`src/design/assert_macros.svh`:
```
// assertion macros used by the top-level design file
`ifndef ASSERT_MACROS_SVH
`define ASSERT_MACROS_SVH

// checked property, off while reset is held
`define SLLM_ASSERT(label, prop, msg) \
    label: assert property (@(posedge i_clk) disable iff (!i_rst_n) (prop)) else $error(msg);

// checked property, live during reset as well
`define SLLM_ASSERT_ALWAYS(label, prop, msg) \
    label: assert property (@(posedge i_clk) (prop)) else $error(msg);

`endif

```
`src/design/sllm_pkg.sv`:
```
// package: widths, codes and types of the linked list manager
`timescale 1ns / 1ps

package sllm_pkg;

    localparam int DEPTH_DEF   = 64;
    localparam int OP_W        = 2;
    localparam int POS_W       = 7;
    localparam int VAL_W       = 32;
    localparam int STAT_W      = 3;
    localparam int MAX_RESULTS = 64;
    localparam int EMIT_W      = $clog2(MAX_RESULTS + 1);

    typedef enum logic [OP_W-1:0] {
        OP_INS_HEAD  = 2'd0,
        OP_DEL_AFTER = 2'd1,
        OP_INS_AFTER = 2'd2,
        OP_TRAVERSE  = 2'd3
    } t_op;

    typedef enum logic [STAT_W-1:0] {
        ST_OK      = 3'd0,
        ST_FULL    = 3'd1,
        ST_BAD_POS = 3'd2,
        ST_NO_SUCC = 3'd3,
        ST_EMPTY   = 3'd4
    } t_status;

    // enables from the sequencer to the node store
    typedef struct packed {
        logic rd_en;
        logic lnk_we;
        logic val_we;
    } t_mem_ctl;

endpackage

```
`src/design/sllm_if.sv`:
```
// stream interfaces for command beats and result beats
`timescale 1ns / 1ps

interface sllm_cmd_if;
    logic                                 valid;
    logic                                 ready;
    logic [sllm_pkg::OP_W-1:0]            operation;
    logic [sllm_pkg::POS_W-1:0]           position;
    logic signed [sllm_pkg::VAL_W-1:0]    value;

    modport source (output valid, output operation, output position, output value,
                    input ready);
    modport sink   (input valid, input operation, input position, input value,
                    output ready);
endinterface

interface sllm_res_if;
    logic                                 valid;
    logic                                 ready;
    logic signed [sllm_pkg::VAL_W-1:0]    item_value;
    logic                                 last;
    logic [sllm_pkg::STAT_W-1:0]          status;

    modport source (output valid, output item_value, output last, output status,
                    input ready);
    modport sink   (input valid, input item_value, input last, input status,
                    output ready);
endinterface

```
`src/design/sllm_store.sv`:
```
// node store: value memory and link memory, one shared read address
`timescale 1ns / 1ps

module sllm_store #(
    parameter int DEPTH = sllm_pkg::DEPTH_DEF
) (
    input  logic                          i_clk,
    input  sllm_pkg::t_mem_ctl            i_ctl,
    input  logic [$clog2(DEPTH)-1:0]      i_rd_addr,
    input  logic [$clog2(DEPTH)-1:0]      i_lnk_waddr,
    input  logic [$clog2(DEPTH):0]        i_lnk_wdata,
    input  logic [$clog2(DEPTH)-1:0]      i_val_waddr,
    input  logic [sllm_pkg::VAL_W-1:0]    i_val_wdata,
    output logic [$clog2(DEPTH):0]        o_rd_link,
    output logic [sllm_pkg::VAL_W-1:0]    o_rd_val
);

    localparam int LINK_W = $clog2(DEPTH) + 1;

    logic [LINK_W-1:0]         r_links [DEPTH];
    logic [sllm_pkg::VAL_W-1:0] r_vals [DEPTH];

    always_ff @(posedge i_clk) begin
        if (i_ctl.lnk_we) begin
            r_links[i_lnk_waddr] <= i_lnk_wdata;
        end
        if (i_ctl.rd_en) begin
            o_rd_link <= r_links[i_rd_addr];
        end
    end

    always_ff @(posedge i_clk) begin
        if (i_ctl.val_we) begin
            r_vals[i_val_waddr] <= i_val_wdata;
        end
        if (i_ctl.rd_en) begin
            o_rd_val <= r_vals[i_rd_addr];
        end
    end

endmodule

```
`src/design/static_linked_list_manager.sv`:
```
// top level: singly linked list kept in a static node store
`timescale 1ns / 1ps
// usage
//   i_cmd carries one command beat: operation, position k and value. o_res
//   carries result beats: item_value, last and status. every command gives
//   at least one result beat, and the final one carries last = 1.
// sequence per command (from accepted command to its last beat)
//   insert at head : new node written at the head as its beat is issued
//   delete         : the successor's link is read first when it has to be bypassed
//   insert after k : new node written, then the k-th link patched
//   traverse       : one node per cycle while the result side is not stalled, set by
//                    the single read port of the node store (at most 64 beats)
//   rejected       : a status beat only, nothing written
//   the next command is taken once the previous one has issued its last beat
//   to the output register, so the command side keeps moving while that beat
//   waits to be taken.
// reset
//   the list is empty and no slot is in use; store contents are not cleared,
//   slots only become reachable once written.
// back-pressure
//   a stalled result side holds the sequencer at each step that issues a beat; nothing is dropped.
`include "assert_macros.svh"

module static_linked_list_manager #(
    parameter int DEPTH = sllm_pkg::DEPTH_DEF
) (
    input  logic        i_clk,
    input  logic        i_rst_n,
    sllm_cmd_if.sink    i_cmd,
    sllm_res_if.source  o_res
);

    localparam int IDX_W  = $clog2(DEPTH);
    localparam int LINK_W = IDX_W + 1;            // top bit set means null link
    localparam int CNT_W  = $clog2(DEPTH + 1);
    localparam int CMP_W  = (CNT_W > sllm_pkg::POS_W) ? CNT_W : sllm_pkg::POS_W;

    typedef enum logic [3:0] {
        S_IDLE   = 4'b0001,   // waiting for a command beat
        S_RUN    = 4'b0010,   // store data valid, decide or walk
        S_LINK   = 4'b0100,   // patch the k-th link after an insert
        S_UNLINK = 4'b1000    // bypass the successor on a delete
    } t_state;

    // control state
    t_state                       r_state, n_state;
    logic [LINK_W-1:0]            r_head, n_head;
    logic [CNT_W-1:0]             r_used, n_used;
    logic [sllm_pkg::EMIT_W-1:0]  r_cnt, n_cnt;
    logic                         r_ov;

    // command payload held for the whole operation
    sllm_pkg::t_op                r_op, n_op;
    logic [sllm_pkg::POS_W-1:0]   r_k, n_k;
    logic [sllm_pkg::VAL_W-1:0]   r_val, n_val;
    logic [IDX_W-1:0]             r_at, n_at;

    // result register
    logic [sllm_pkg::VAL_W-1:0]   r_item;
    logic                         r_last;
    sllm_pkg::t_status            r_status;

    // store access
    sllm_pkg::t_mem_ctl           mem_ctl;
    logic [IDX_W-1:0]             rd_addr, lnk_waddr, val_waddr;
    logic [LINK_W-1:0]            lnk_wdata, rd_link;
    logic [sllm_pkg::VAL_W-1:0]   rd_val;

    // result beat being issued this cycle
    logic                         emit;
    logic [sllm_pkg::VAL_W-1:0]   e_val;
    logic                         e_last;
    sllm_pkg::t_status            e_stat;

    logic                         out_free;
    logic                         cmd_fire;
    logic [IDX_W-1:0]             at_in;
    logic                         is_full, k_high, head_nil, link_nil;

    sllm_store #(
        .DEPTH (DEPTH)
    ) u_store (
        .i_clk       (i_clk),
        .i_ctl       (mem_ctl),
        .i_rd_addr   (rd_addr),
        .i_lnk_waddr (lnk_waddr),
        .i_lnk_wdata (lnk_wdata),
        .i_val_waddr (val_waddr),
        .i_val_wdata (r_val),
        .o_rd_link   (rd_link),
        .o_rd_val    (rd_val)
    );

    assign out_free = !r_ov || o_res.ready;
    assign cmd_fire = i_cmd.valid && i_cmd.ready;
    assign i_cmd.ready = (r_state == S_IDLE);

    // slot of the k-th inserted node
    assign at_in = IDX_W'(CMP_W'(i_cmd.position) - CMP_W'(1));

    assign is_full  = (r_used == CNT_W'(DEPTH));
    assign k_high   = (CMP_W'(r_k) > CMP_W'(r_used));
    assign head_nil = r_head[LINK_W-1];
    assign link_nil = rd_link[LINK_W-1];

    always_comb begin
        n_state   = r_state;
        n_head    = r_head;
        n_used    = r_used;
        n_cnt     = r_cnt;
        n_op      = r_op;
        n_k       = r_k;
        n_val     = r_val;
        n_at      = r_at;
        mem_ctl   = '0;
        rd_addr   = '0;
        lnk_waddr = '0;
        lnk_wdata = '0;
        val_waddr = '0;
        emit      = 1'b0;
        e_val     = '0;
        e_last    = 1'b1;
        e_stat    = sllm_pkg::ST_OK;

        case (r_state)
            S_IDLE: begin
                if (cmd_fire) begin
                    n_op  = sllm_pkg::t_op'(i_cmd.operation);
                    n_k   = i_cmd.position;
                    n_val = i_cmd.value;
                    n_at  = at_in;
                    n_cnt = '0;
                    mem_ctl.rd_en = 1'b1;
                    // head for traverse and delete-head, k-th slot otherwise
                    if ((sllm_pkg::t_op'(i_cmd.operation) == sllm_pkg::OP_TRAVERSE) ||
                        ((sllm_pkg::t_op'(i_cmd.operation) == sllm_pkg::OP_DEL_AFTER) &&
                         (i_cmd.position == '0))) begin
                        rd_addr = r_head[IDX_W-1:0];
                    end else begin
                        rd_addr = at_in;
                    end
                    n_state = S_RUN;
                end
            end

            S_RUN: begin
                case (r_op)
                    sllm_pkg::OP_INS_HEAD: begin
                        if (out_free) begin
                            emit = 1'b1;
                            if (is_full) begin
                                e_stat = sllm_pkg::ST_FULL;
                            end else begin
                                mem_ctl.val_we = 1'b1;
                                mem_ctl.lnk_we = 1'b1;
                                val_waddr = r_used[IDX_W-1:0];
                                lnk_waddr = r_used[IDX_W-1:0];
                                lnk_wdata = r_head;
                                n_head    = LINK_W'(r_used);
                                n_used    = r_used + CNT_W'(1);
                            end
                            n_state = S_IDLE;
                        end
                    end

                    sllm_pkg::OP_INS_AFTER: begin
                        if (is_full || (r_k == '0) || k_high) begin
                            if (out_free) begin
                                emit    = 1'b1;
                                e_stat  = is_full ? sllm_pkg::ST_FULL : sllm_pkg::ST_BAD_POS;
                                n_state = S_IDLE;
                            end
                        end else begin
                            // new node takes over the k-th node's successor
                            mem_ctl.val_we = 1'b1;
                            mem_ctl.lnk_we = 1'b1;
                            val_waddr = r_used[IDX_W-1:0];
                            lnk_waddr = r_used[IDX_W-1:0];
                            lnk_wdata = rd_link;
                            n_state   = S_LINK;
                        end
                    end

                    sllm_pkg::OP_DEL_AFTER: begin
                        if (r_k == '0) begin
                            if (out_free) begin
                                emit = 1'b1;
                                if (head_nil) begin
                                    e_stat = sllm_pkg::ST_EMPTY;
                                end else begin
                                    n_head = rd_link;
                                end
                                n_state = S_IDLE;
                            end
                        end else if (k_high || link_nil) begin
                            if (out_free) begin
                                emit    = 1'b1;
                                e_stat  = k_high ? sllm_pkg::ST_BAD_POS : sllm_pkg::ST_NO_SUCC;
                                n_state = S_IDLE;
                            end
                        end else begin
                            // fetch the successor's own link
                            mem_ctl.rd_en = 1'b1;
                            rd_addr = rd_link[IDX_W-1:0];
                            n_state = S_UNLINK;
                        end
                    end

                    sllm_pkg::OP_TRAVERSE: begin
                        if (out_free) begin
                            emit = 1'b1;
                            if (head_nil) begin
                                e_stat  = sllm_pkg::ST_EMPTY;
                                n_state = S_IDLE;
                            end else begin
                                e_val  = rd_val;
                                e_last = link_nil ||
                                         (r_cnt == sllm_pkg::EMIT_W'(sllm_pkg::MAX_RESULTS - 1));
                                n_cnt  = r_cnt + sllm_pkg::EMIT_W'(1);
                                if (e_last) begin
                                    n_state = S_IDLE;
                                end else begin
                                    mem_ctl.rd_en = 1'b1;
                                    rd_addr = rd_link[IDX_W-1:0];
                                end
                            end
                        end
                    end

                    default: begin
                        n_state = S_IDLE;
                    end
                endcase
            end

            S_LINK: begin
                if (out_free) begin
                    mem_ctl.lnk_we = 1'b1;
                    lnk_waddr = r_at;
                    lnk_wdata = LINK_W'(r_used);
                    n_used    = r_used + CNT_W'(1);
                    emit      = 1'b1;
                    n_state   = S_IDLE;
                end
            end

            S_UNLINK: begin
                if (out_free) begin
                    mem_ctl.lnk_we = 1'b1;
                    lnk_waddr = r_at;
                    lnk_wdata = rd_link;
                    emit      = 1'b1;
                    n_state   = S_IDLE;
                end
            end

            default: begin
                n_state = S_IDLE;
            end
        endcase
    end

    always_ff @(posedge i_clk) begin
        if (!i_rst_n) begin
            r_state <= S_IDLE;
            r_head  <= '1;
            r_used  <= '0;
            r_cnt   <= '0;
        end else begin
            r_state <= n_state;
            r_head  <= n_head;
            r_used  <= n_used;
            r_cnt   <= n_cnt;
        end
    end

    always_ff @(posedge i_clk) begin
        r_op  <= n_op;
        r_k   <= n_k;
        r_val <= n_val;
        r_at  <= n_at;
    end

    // output register: holds a beat until the receiver takes it
    always_ff @(posedge i_clk) begin
        if (!i_rst_n) begin
            r_ov <= 1'b0;
        end else if (emit) begin
            r_ov <= 1'b1;
        end else if (o_res.ready) begin
            r_ov <= 1'b0;
        end
    end

    always_ff @(posedge i_clk) begin
        if (emit) begin
            r_item   <= e_val;
            r_last   <= e_last;
            r_status <= e_stat;
        end
    end

    assign o_res.valid      = r_ov;
    assign o_res.item_value = r_item;
    assign o_res.last       = r_last;
    assign o_res.status     = r_status;

    // slot count only ever steps up by one
    `SLLM_ASSERT(a_used_step, (i_rst_n && $past(i_rst_n) && (r_used != $past(r_used))) |-> (r_used == $past(r_used) + CNT_W'(1)), "slot count moved by other than one")

    // a live head always names a slot already handed out
    `SLLM_ASSERT(a_head_used, !r_head[LINK_W-1] |-> (CNT_W'(r_head) < r_used), "head names an unused slot")

    // the final beat of a command returns the sequencer to idle
    `SLLM_ASSERT(a_last_idle, (emit && e_last) |=> (r_state == S_IDLE), "sequencer busy after last beat")

endmodule
```
`src/flat_wrapper.sv`:
```
// flat-port wrapper written by rule: the top's interface ports become plain ports
module static_linked_list_manager_flat 
#(
    parameter int DEPTH = sllm_pkg::DEPTH_DEF
)
  (i_clk, i_rst_n, i_cmd_valid, i_cmd_operation, i_cmd_position, i_cmd_value, i_cmd_ready, o_res_valid, o_res_item_value, o_res_last, o_res_status, o_res_ready);
  sllm_cmd_if i_cmd_i ();
  sllm_res_if o_res_i ();
  input  logic i_clk;
  input  logic i_rst_n;
  input wire logic [$bits(i_cmd_i.valid)-1:0] i_cmd_valid;
  input wire logic [$bits(i_cmd_i.operation)-1:0] i_cmd_operation;
  input wire logic [$bits(i_cmd_i.position)-1:0] i_cmd_position;
  input wire logic [$bits(i_cmd_i.value)-1:0] i_cmd_value;
  output wire logic [$bits(i_cmd_i.ready)-1:0] i_cmd_ready;
  output wire logic [$bits(o_res_i.valid)-1:0] o_res_valid;
  output wire logic [$bits(o_res_i.item_value)-1:0] o_res_item_value;
  output wire logic [$bits(o_res_i.last)-1:0] o_res_last;
  output wire logic [$bits(o_res_i.status)-1:0] o_res_status;
  input wire logic [$bits(o_res_i.ready)-1:0] o_res_ready;
  assign i_cmd_i.valid = i_cmd_valid;
  assign i_cmd_i.operation = i_cmd_operation;
  assign i_cmd_i.position = i_cmd_position;
  assign i_cmd_i.value = i_cmd_value;
  assign i_cmd_ready = i_cmd_i.ready;
  assign o_res_valid = o_res_i.valid;
  assign o_res_item_value = o_res_i.item_value;
  assign o_res_last = o_res_i.last;
  assign o_res_status = o_res_i.status;
  assign o_res_i.ready = o_res_ready;
  static_linked_list_manager #(.DEPTH(DEPTH)) u_core (.i_clk(i_clk), .i_rst_n(i_rst_n), .i_cmd(i_cmd_i), .o_res(o_res_i));
endmodule
```
`config.mk`:
```
export PLATFORM = sky130hd
export DESIGN_NAME = static_linked_list_manager_flat
export DESIGN_NICKNAME = d
export VERILOG_FILES = /design/src/design/sllm_pkg.sv /design/src/design/sllm_if.sv /design/src/design/sllm_store.sv /design/src/design/static_linked_list_manager.sv /design/src/flat_wrapper.sv
export VERILOG_INCLUDE_DIRS = /design/src /design/src/design
export SDC_FILE = /design/constraint.sdc
export NUM_CORES = 2
export LEC_CHECK = 0
export ABC_CLOCK_PERIOD_IN_PS = 5700
export BUFFER_PORTS_ARGS = -buffer_cell sky130_fd_sc_hd__buf_2
export CAP_MARGIN = 10
export CORE_MARGIN = 5
export CORE_UTILIZATION = 53
export DETAILED_ROUTE_END_ITERATION = 7
export PLACE_DENSITY = 0.69
export REMOVE_ABC_BUFFERS = 1
export SYNTH_ARGS = -nofsm -noshare
export SYNTH_HDL_FRONTEND = slang
export SYNTH_SLANG_ARGS = --single-unit
export TNS_END_PERCENT = 30
```
`constraint.sdc`:
```
create_clock -name i_clk -period 5.7 [get_ports i_clk]
set_input_delay 0 -clock i_clk [delete_from_list [all_inputs] [get_ports i_clk]]
set_output_delay 0 -clock i_clk [all_outputs]
set_load 0.02 [all_outputs]
```
# Yosys cells after proc, flatten, opt, wreduce, memory -nomap -nowiden
# Memories as Yosys holds them, arrays and structs flattened. A register that Yosys moved wholly into a read port is not among the register bits.
# Cells that the tools add are included.
[totals]
ramBits = 2496
reg_bits = 109
word_cells = 159
memories = 2
input_bits = 45
[mem_list]
columns = ["memory", "depth", "word_bits", "read_ports", "rd_ports_with_merged_regs", "write_ports", "line_no", "rtl"]
rows = [
  ["u_core.u_store.r_vals", 64, 32, 1, 1, 1, "sllm_store.sv:21", "logic [sllm_pkg::VAL_W-1:0] r_vals [DEPTH];"],
  ["u_core.u_store.r_links", 64, 7, 1, 1, 1, "sllm_store.sv:20", "logic [LINK_W-1:0] r_links [DEPTH];"],
]
[classes]
order_cmp = 1
add_sub_neg = 3
n_eq_ne = 25
bitwise_logic = 3
n_reduce_logical = 25
muxes = 87
[ops]
columns = ["cell", "n"]
rows = [
  ["two-way mux 7 bit", 18],
  ["two-way mux 6 bit", 12],
  ["one-hot mux 7 bit (2 select lines)", 4],
  ["one-hot mux 6 bit (2 select lines)", 4],
  ["two-way mux 4 bit", 8],
  ["two-way mux 3 bit", 8],
  ["one-hot mux 7 bit (3 select lines)", 1],
  ["two-way mux 1 bit", 19],
  ["one-hot mux 4 bit (4 select lines)", 1],
  ["adder 7 x 1 -> 7 bit, second input constant", 2],
  ["zero test 7 bit", 2],
  ["!= test 2 bit, second input constant", 7],
  ["one-hot mux 3 bit (4 select lines)", 1],
  ["one-hot mux 4 bit (3 select lines)", 1],
  ["!= test 2 x 1 -> 1 bit, second input constant", 5],
  ["AND reduction 5 bit", 2],
  ["two-way mux 2 bit", 4],
  ["one-hot mux 1 bit (2 select lines)", 4],
  ["nonzero test 2 bit", 4],
  ["== test 7 x 6 -> 1 bit, second input constant", 1],
  ["== test 7 bit, second input constant", 1],
  ["> comparator 7 bit", 1],
  ["AND reduction 7 bit", 1],
  ["== test 2 bit, second input constant", 3],
  ["other kinds (20)", 30],
]

# Logic depth before layout (Yosys ltp)
[depth]
word_depth = 8
depth_mapped = 16

# By module
# A second synthesis with hierarchy kept.
[hier_totals]
cells_unflattened = 4567
hier_area_um2 = 101856.4
[by_module_without_submodules]
columns = ["mod", "instances", "seq_area_each_um2", "cells_per_inst", "area_each_um2"]
rows = [
  ["sllm_store", 1, 76123.0, 4127, 96829.1],
  ["static_linked_list_manager", 1, 3012.9, 440, 5027.3],
]

# Worst setup path before layout
# Ideal clock, no wire load.
[synth_path]
path_type = "reg-to-reg"
from = "reg u_core.r_used[3]"
to = "mem u_core.u_store.r_links[0][0] (netlist name), data pin"
path_slack_ns = 0.471
path_stages_with_launch = 10
period_less_slack_ns = 5.229
path_buffers = 1
t_arrival_ns = 4.528
path_cell_list = "dfxtp_1 > clkbuf_1 > inv_1 > ha_1 > nand4_1 > o2bb2ai_1 > nand2_1 > nor2_1 > a22oi_1 > o21ai_0"
[synth_between]
elab_chain_cells = 6
word_cells_on_any_way = 9
cone_classes = "order compare: 1; eq/ne: 1; mux: 5; reduce/logical: 2"
[synth_rtl]
columns = ["item", "line_no", "rtl"]
rows = [
  ["start: declaration", "static_linked_list_manager.sv:48", "logic [CNT_W-1:0] r_used, n_used;"],
  ["start signal: assignment", "static_linked_list_manager.sv:272", "r_used <= n_used;"],
  ["parallel branches: the longest is 4 deep, another holds > comparator 7 bit", "-", ""],
  ["one-hot mux 7 bit (2 select lines) (*)", "static_linked_list_manager.sv:147", "case (r_op)"],
  ["one-hot mux 7 bit (3 select lines) (*)", "static_linked_list_manager.sv:125", "case (r_state)"],
  ["net u_core.lnk_wdata[0]", "static_linked_list_manager.sv:66", "logic [LINK_W-1:0] lnk_wdata, rd_link;"],
  ["end: declaration", "sllm_store.sv:20", ""],
]
# Mark *: on every way through the listed nets, which the timed path passes.

# Worst setup path after layout
[layout_path]
from = "reg u_core.r_used[5]"
to = "reg u_core.u_store.o_rd_val[8] (netlist name) (read register of u_core.u_store.r_vals), data pin"
[layout_between]
elab_chain_cells = 6
word_cells_on_any_way = 10
cone_classes = "order compare: 1; mux: 8; reduce/logical: 1"
[layout_rtl]
columns = ["item", "line_no", "rtl"]
rows = [
  ["> comparator 7 bit (*)", "static_linked_list_manager.sv:102", "assign k_high = (CMP_W'(r_k) > CMP_W'(r_used));"],
  ["logical OR 1 bit (*)", "static_linked_list_manager.sv:195", "end else if (k_high || link_nil) begin"],
  ["two-way mux 6 bit / two-way mux 1 bit (equally long branches)", "static_linked_list_manager.sv:195", ""],
  ["two-way mux 6 bit / two-way mux 1 bit (equally long branches)", "static_linked_list_manager.sv:185", "if (r_k == '0) begin"],
  ["one-hot mux 6 bit (2 select lines) / one-hot mux 1 bit (2 select lines) (equally long branches)", "static_linked_list_manager.sv:147", ""],
  ["one-hot mux 6 bit (2 select lines) / one-hot mux 1 bit (2 select lines) (equally long branches)", "static_linked_list_manager.sv:125", ""],
  ["end: declaration", "sllm_store.sv:15", "output logic [sllm_pkg::VAL_W-1:0] o_rd_val"],
]
# Every way passes the cells marked *; elsewhere a longest branch is shown, timed or not.
# A chain may end at the register's enable or synchronous reset.

==> impl_metrics.toml <==
[status]
status = "complete, no violations"

[worst_hold_path]
hp-class = "in2reg"
min_path_cells = 4

[synthesis]
synth_common_cells = "edfxtp_1, nand2_1, a21oi_1, nand3_1, buf_2"
ys.flop_type = "edfxtp_1"
synth_top_area_share_pct = 75.7
seq_area_frac_synth_pct = 76.2
synthTopCellsByArea = "edfxtp_1, nand2_1, a21oi_1"
yosys.area.top_type = "edfxtp_1"
synth_enable_flop_cells = 2618
ys_ff_latch = 2644
synthCells = 7778
yosys.cell_types.count = 78
async_flop_share_pct = 0
yosysMostFrequentCell = "edfxtp_1"
yosysWarnings = 0
synth_area_per_cell_um2 = 13.4
syn_area_mm2 = 0.104

[global_route]
grt_pass1_vias = 65000
grt_pass1_wl_mm = 444
grt_max_degree = 120
grt_usage_pct = 29.5
antenna_found_initial = 28
overflow = 0

[cts]
cts_setup_buffers = 0
clk_pin_slew_ns = 0.06
cts.sinks = 2644
root_buffer = "clkbuf_16"
clk_latency_ns = 0.93
cts_tree = "yes"
h-tree-depth = 5
clk_path_buf_depth = 4
numCtsBuffers = 277

[sta]
hold_violations = 0
fmax_mhz = 177
drv_slew = 0
fin_crit_sh_pct = 99.0
tightest_slew_ns = 1.31
setup_viol = 0
layout_min_cycle_time_ns = 5.64
relSlewSlack_pct = 12.2
skew_ns = 0.0798
rsz0062_at_grt = "false"
setup_ws_ns = 0.0576

[layout]
filler_cell_count = 14500
drive_gt1_share_pct = 10.1
nets = 8059
stdcell_count = 10800
area_delta_synth_final_pct = 13.6
multiInputGateArea_mm2 = 0.0231
regArea_mm2 = 0.0791

[place]
dp_hpwl_mm = 178
place_ws_ns = 0.153
gp_congestion = 0.906
place_inst = 10300
port_buffers = 82

[power_and_ir_drop]
ir_drop_v = 0.000352
cellPowerDensity_mw_per_mm2 = 362
p_leak_nw = 39.1

[run]
cap_violations = 0

[critical_path]
crit_top_cell = "nand4_1"
path_max_fanout = 29
required_ns = 6.33
critPathBufInv = 2
critPathKind = "reg2reg"
critPathMaxStageDelay_ns = 0.84
start_kind = "register"
arrival_ns = 6.27
cp_slowest_cell = "o32ai_1"
endpoint_kind = "register"
crit_chain = "inv_1 -> ha_1 -> nand4_1 -> or2_2 -> o32ai_1 -> o21ai_2 -> nand4_1 -> buf_12 -> a21oi_1 -> nor4_1 -> nand4_1 -> and4_1"
rr_worst_depth = 12
crit_family = "simple AND/OR/NAND/NOR gates"
cp_num_cells = 12

[die]
rows = 162
die-area_mm2 = 0.205
initial_core_util_pct = 53.3
die_h_um = 453
core_mm2 = 0.195
die_x_um = 453
io_pins = 83

[routing]
drt_wl_total_mm = 307
firstDrtPassIters = 6
first_iter_violations = 10000
wire_per_inst_um = 28.4
drcViolationCount = 0
ant_nets = 0
routed-via-count = 68200
viasPerCell = 6.30
## area by class of cell
cell class | instances | share of cell area [%]
Clock inverter | 127 | 0.943
Timing Repair Buffer | 439 | 3.36
Sequential cell | 2644 | 67.0
Multi-Input combinational cell | 4619 | 19.6
Antenna cell | 14 | 0.0297
Tap cell | 2624 | 2.78
Clock buffer | 340 | 6.23
Inverter | 17 | 0.0540
## placed cells by master, fill, tap and decap left out, types with 10 or more instances in the layout
| master | netlist | routed |
|---|---|---|
| a21oi_1 | 863 | 862 |
| a221oi_1 | 81 | 81 |
| a22oi_1 | 248 | 248 |
| and2_1 | 46 | 46 |
| and4_1 | 36 | 36 |
| buf_12 | 0 | 53 |
| buf_2 | 260 | 82 |
| buf_4 | 24 | 218 |
| bufinv_16 | 0 | 19 |
| clkbuf_1 | 168 | 54 |
| clkbuf_16 | 0 | 286 |
| clkinv_1 | 1 | 53 |
| clkinv_2 | 0 | 35 |
| clkinvlp_4 | 0 | 13 |
| dfxtp_1 | 26 | 26 |
| diode_2 | 0 | 14 |
| dlygate4sd3_1 | 0 | 86 |
| edfxtp_1 | 2618 | 2618 |
| ha_1 | 16 | 16 |
| inv_1 | 16 | 16 |
| mux2i_1 | 27 | 27 |
| nand2_1 | 2032 | 2030 |
| nand3_1 | 681 | 681 |
| nand4_1 | 46 | 46 |
| nor2_1 | 164 | 98 |
| nor2_4 | 0 | 71 |
| nor3_1 | 122 | 122 |
| nor4_1 | 38 | 37 |
| o211ai_1 | 11 | 11 |
| o21ai_0 | 40 | 33 |
| o21ai_1 | 19 | 19 |
| xnor2_1 | 10 | 10 |
## worst register-to-register path: stages (launching register included)
cell and delay, ns:
dfxtp_1 0.54, inv_1 0.18, ha_1 0.34, nand4_1 0.17, or2_2 0.36, o32ai_1 0.84, o21ai_2 0.23, nand4_1 0.75
buf_12 0.33, a21oi_1 0.10, nor4_1 0.47, nand4_1 0.59, and4_1 0.46
## power breakdown
group | switching, W | total (W) | internal (W)
Sequential | 0.000117 | 0.0217 | 0.0216
Clock | 0.00723 | 0.0172 | 0.0100
Combinational | 0.00290 | 0.00388 | 0.000980
## cells by family after synthesis
| family | Yosys count | share of synthesized area (%) |
|---|---|---|
| xor+xnor | 16 | 0.135 |
| mux | 28 | 0.271 |
| flops | 2644 | 76.2 |
| simple gates | 3219 | 13.3 |
| compound gates | 1340 | 7.66 |
| fa+ha+maj | 16 | 0.193 |
| buf+inv | 515 | 2.30 |
## path summary, 6_finish.rpt
path                     startpoint                    endpoint  slack, ns
setup / recovery   u_core.r_used[5]  u_core.u_store.o_rd_val[8]       0.06
hold reg to reg     u_core.r_cnt[1]             u_core.r_cnt[1]       0.49
setup reg to reg   u_core.r_used[5]  u_core.u_store.o_rd_val[8]       0.06
hold / removal    i_cmd_position[5]              u_core.r_at[5]       0.10
## registers in the layout (all words and copies together), names as in the netlist, 2 cells and up
name / flops
u_core.o_res.item_value: 32
u_core.o_res.status: 3
u_core.r_at: 6
u_core.r_cnt: 7
u_core.r_head: 7
u_core.r_k: 7
u_core.r_op: 2
u_core.r_state: 4
u_core.r_used: 7
u_core.r_val: 32
u_core.u_store.o_rd_link: 7
u_core.u_store.o_rd_val: 32
u_core.u_store.r_links: 448
u_core.u_store.r_vals: 2048
## layer usage
metal / global-route usage, % / share of wire (%)
met5: 0 / 0.019
met4: 14.5 / 5.6
met3: 6.82 / 11
met2: 46.7 / 47
met1: 38.7 / 36
## timing repair
item | in CTS | in global routing
gates resized for setup | 0 | 1
hold endpoints to repair | 88 | 0
hold buffers | 86 | 0
endpoints found under the setup margin | 0 | 4
## through the flow
step           total power, W  hold slack (ns)  cell area, um^2  utilization [%]  TNS [ns]
2_1_floorplan          0.0255           0.0619           102000                -  -1280.35
3_3_place_gp           0.0258            0.176           109000             55.7         0
3_5_place_dp           0.0258            0.178           109000             55.7         0
4_1_cts                0.0428           0.0521           118000             60.5         0
5_1_grt                0.0439           0.0877           118000             60.5         0
6_report               0.0428            0.104           118000             60.5         0
Note: power is estimated with default switching activity, not from simulation.
